$ cat src/rtl/core/lclm_ram.sv
module lclm_ram #(
    parameter int WIDTH = 8,
    parameter int DEPTH = 16
) (
    input  logic                     aclk,
    input  logic                     we,
    input  logic [$clog2(DEPTH)-1:0] waddr,
    input  logic [WIDTH-1:0]         wdata,
    input  logic [$clog2(DEPTH)-1:0] raddr,
    output logic [WIDTH-1:0]         rdata
);

    logic [WIDTH-1:0] mem [DEPTH];

    // one write port, registered read port
    always_ff @(posedge aclk) begin
        if (we) begin
            mem[waddr] <= wdata;
        end
        rdata <= mem[raddr];
    end

endmodule

$ cat config.mk
export PLATFORM = sky130hd
export DESIGN_NAME = lclm_ram
export DESIGN_NICKNAME = d
export VERILOG_FILES = /design/src/rtl/core/lclm_ram.sv
export SDC_FILE = /design/constraint.sdc
export NUM_CORES = 1
export LEC_CHECK = 0
export BUFFER_PORTS_ARGS = -buffer_cell sky130_fd_sc_hd__buf_2
export CAP_MARGIN = 0
export CORE_ASPECT_RATIO = 1.4
export CORE_UTILIZATION = 60
export CTS_CLUSTER_SIZE = 16
export DETAILED_ROUTE_END_ITERATION = 10
export PLACE_DENSITY = 0.89
export SYNTH_ARGS = -nofsm -noshare
export SYNTH_HDL_FRONTEND = slang
export SYNTH_SLANG_ARGS = --single-unit
$ cat constraint.sdc
create_clock -name aclk -period 2.85 [get_ports aclk]
set_input_delay 0.285 -clock aclk [delete_from_list [all_inputs] [get_ports aclk]]
set_output_delay 0.285 -clock aclk [all_outputs]
set_load 0.02 [all_outputs]
# == Word-level counts from Yosys, hierarchy flattened ==
# Memories as Yosys holds them, arrays and structs flattened. A register that Yosys moved wholly into a read port is not among the register bits.
# Index checks and enable logic that the tools add are counted.
# word_totals
register_bits,0
output_inout_bits,8
mem_bits_rw,128
n_memories,1
elab_cells,3
# mem_list
memory,words,width,rd,rd_ports_with_merged_regs,write_ports,line,rtl
mem,16,8,1,1,1,13,logic [WIDTH-1:0] mem [DEPTH];
# op_classes
n_mux,2
# ops
cell,n
two-way mux 1 bit,2

# == Logic depth before layout (Yosys ltp) ==
# logic_depth
ltp_word,2
ltp_mapped,5
depth_no_buf,3

# == Worst setup path after synthesis ==
# No wires, ideal clock.
# synth_timing
kind,input port to flip-flop
startpoint,input waddr[2]
endpoint,"memory mem[0][0], enable pin"
setup_slack_ps,1072
setup_ps,383
stages,2
arrival_ps,1395
path_buffers,0
path_cell_list,or3b_2 -> nor3_1
# synth_lines
element,line,rtl
from (decl),7,"input logic [$clog2(DEPTH)-1:0] waddr,"
to (decl),13,
# No word-level cell before the write port.

==> impl_metrics.tcl <==
set metrics [dict create \
    worst_r2r_path_depth 3 \
    cp_max_fo 14 \
    clk_transition_reported_paths_ps 50 \
    tritoncts "yes" \
    clkLatencyLatePin_ps 410 \
    cpMaxStageDelayCell "sky130_fd_sc_hd__mux4_1" \
    grt_antenna_before_repair 0 \
    dp_worst_setup_slack_ps 817 \
    postSynth.asyncResetShare_pct 0 \
    fp.dieArea_um2 8960 \
    final_cells 385 \
    setup_ws_ps 1170 \
    grt_use_total_pct 26.1 \
    period_share_pct 58.9 \
    cts.sinks 136 \
    timing.critical_path.buf_inv 2 \
    antenna-diode-count 0 \
    critical_path.reg2reg.startpoint "mem[9][4]" \
    area_growth_syn_to_layout_pct 16.8 \
    ios 26 \
    synth_top_area_share_pct 74.7 \
    numPlacedInstances 354 \
    final_area_um2 6010 \
    netlist_instances 229 \
    rows 39 \
    max-vdd-ir-drop_mv 0.576 \
    synth_area_leaders "sky130_fd_sc_hd__edfxtp_1 (75%), sky130_fd_sc_hd__mux4_2 (7.9%), sky130_fd_sc_hd__mux4_1 (7.1%), sky130_fd_sc_hd__dfxtp_1 (3.1%), sky130_fd_sc_hd__a22oi_1 (2.3%)" \
    worst_setup_path_endpoint "rdata[1]" \
    cts_buffer_depth 2 \
    worstSetupStartpoint "raddr[0]" \
    dr.pass1.iters 5 \
    yosys_register_bits 136 \
    worstSetupPathType "primary input to flip-flop" \
    worst_path_largest_cell_delay_ps 580 \
    worst-r2r-setup-slack_ps 1450 \
    hold_path_class "primary input to flip-flop" \
    period_needed_ps 1680 \
    leading_register_cell_type_out_of_synthesis "sky130_fd_sc_hd__edfxtp_1" \
    synthTopCellsByCount "sky130_fd_sc_hd__edfxtp_1 (128), sky130_fd_sc_hd__mux4_2 (18), sky130_fd_sc_hd__a22oi_1 (16), sky130_fd_sc_hd__mux4_1 (14), sky130_fd_sc_hd__nor2_1 (13)" \
    vias_per_cell 6.53 \
    finalCoreUtilization_pct 72.9 \
    die_height_um 112 \
    max_freq_mhz 595 \
    final_layout_size_suffix_gt1_share_pct 27.2 \
    detail_route.wl_per_cell_um 26.4 \
    number_of_global_route_vias_before_repair 2546 \
    area.sequential_um2 4000 \
    max_cap_violations 0 \
    io_buffers 25 \
    fin_tns_setup_ps 0 \
    cts_htree_levels 4 \
    cts.root.buffer_cell "sky130_fd_sc_hd__clkbuf_16" \
    post_synth_design_cell_area_um2 5150 \
    wire_length_of_the_first_global_routing_pass_um 15500 \
    power.static_leakage_nw 2.05 \
    post-dp-hpwl_um 6100 \
    grt.overflow.total 0 \
    yosysWarningCount 0 \
    design.final.nets 289 \
    ctsResizeCount 0 \
    grt_setup_unrepaired "false" \
    timing.critical_path.max_delay_family "buffers and inverters" \
    ctsHoldBuffers 0 \
    cp_launch_type "primary input" \
    multi_input_area_um2 1060 \
    timing.rr.end "rdata[4]" \
    timing.final.hold_violations 0 \
    critPathArrivalTime_ps 1960 \
    worstMarginPinSlew_ps 946 \
    synth_most_common_cell "sky130_fd_sc_hd__edfxtp_1" \
    detail-route-antenna-nets 0 \
    number_of_drc_violations_after_detailed_routing_iteration_0 290 \
    fillers 453 \
    setup_viol_count_final 0 \
    effective_utilization_at_floorplan_pct 62.4 \
    required_ps 3130 \
    worstHoldStart "wdata[5]" \
    cts.repair_timing.setup_buffer_count 0 \
    core_area_um2 8250 \
    crit_path_capture_type "flip-flop" \
    max_transition_viols_final 0 \
    crit_chain "buf_2, buf_4, mux4_1, a22oi_1, nand2_1" \
    placedInstanceArea_um2 5370 \
    finClkSkew_ps 5.18 \
    number_of_enable_flip_flop_cells_after_synthesis 128 \
    power_total_mw 4.83 \
    synth.yosys.seq_area_share_pct 77.8 \
    cts_made_buffers 17 \
    synthesized_area_per_cell_um2 22.5 \
    synth_area_leader_cell "sky130_fd_sc_hd__edfxtp_1" \
    synth_nets 247 \
    num_vias 2515 \
    slew_headroom_pct 36.7 \
    routed_wl_um 10200 \
    chipWidth_um 80.3 \
    path_depth 5 \
    gpl.final_weighted_congestion 0.758 \
    power_per_cell_area_nw_per_um2 803 \
    outcome "completed" \
    fin_hold_ws_ps 254 \
    route.detailed.drc 0 \
    pin_count_of_the_biggest_net_entering_global_routing 33 \
    post_synth_num_cell_types 19 \
]
-- kinds of logic after synthesis --
family / count (synthesis) / synth area share (%)
flip-flops: 136 / 77.8
AND/OR/NAND/NOR: 35 / 3.18
multiplexers: 32 / 15.0
AO/OA/AOI/OAI: 16 / 2.33
buffers and inverters: 10 / 1.68
-- worst reg2reg max path: stages (launching register included) --
cell and delay, ps:
sky130_fd_sc_hd__edfxtp_1 370, sky130_fd_sc_hd__mux4_1 530, sky130_fd_sc_hd__a22oi_1 270, sky130_fd_sc_hd__nand2_1 100
-- routing by layer --
metal | routed length (µm) | vias to the layer above | track usage (%)
li1 | - | 1055 | -
met1 | 3980 | 1284 | 34.6
met2 | 5220 | 153 | 40.4
met3 | 735 | 23 | 8.11
met4 | 238 | 0 | 11.0
met5 | 0 | - | 0
-- cells in the final DEF (no fill, tap or decap) --
master	Yosys	layout
sky130_fd_sc_hd__clkinv_2	0	2
sky130_fd_sc_hd__nor2_1	13	13
sky130_fd_sc_hd__nand3_1	1	1
sky130_fd_sc_hd__or3b_2	1	1
sky130_fd_sc_hd__mux4_2	18	18
sky130_fd_sc_hd__dfxtp_1	8	8
sky130_fd_sc_hd__clkbuf_16	0	17
sky130_fd_sc_hd__nor2b_1	1	1
sky130_fd_sc_hd__a22oi_1	16	16
sky130_fd_sc_hd__clkbuf_1	0	2
sky130_fd_sc_hd__nor3_1	4	4
sky130_fd_sc_hd__bufinv_16	0	6
sky130_fd_sc_hd__nand2_1	9	9
sky130_fd_sc_hd__and2b_1	1	1
sky130_fd_sc_hd__buf_4	1	8
sky130_fd_sc_hd__mux4_1	14	14
sky130_fd_sc_hd__edfxtp_1	128	128
sky130_fd_sc_hd__nand2b_1	2	2
sky130_fd_sc_hd__and2_1	1	1
sky130_fd_sc_hd__clkinv_1	0	4
sky130_fd_sc_hd__buf_2	3	25
sky130_fd_sc_hd__nand3b_1	2	2
-- power breakdown --
part           internal (mW)  leakage (nW)  switching (mW)
clock network           1.62         0.311           0.741
registers               2.24          1.22          0.0142
logic                 0.0831         0.512           0.132
total                   3.94          2.05           0.887
-- registers in the layout, summed over array words and instances, names as in the netlist --
| register | count |
|---|---|
| mem | 128 |
| rdata | 8 |
-- worst min path at each step --
stage	slack, ps	cells after the start	end
CTS	240	1	mem[4][5]
global route	250	1	mem[10][0]
finish	250	1	mem[14][5]
global placement	650	3	rdata[1]
detailed placement	670	3	rdata[3]
floorplan	380	0	mem[0][0]
-- area by class of cell --
type                    count  area share (%)
clock inverters            12            3.41
repair buffers             33            3.08
flip-flops and latches    136            66.6
well taps                 102            2.12
multi-input cells          83            17.6
clock buffers              19            7.20
Power figures use the tool's default switching activity.
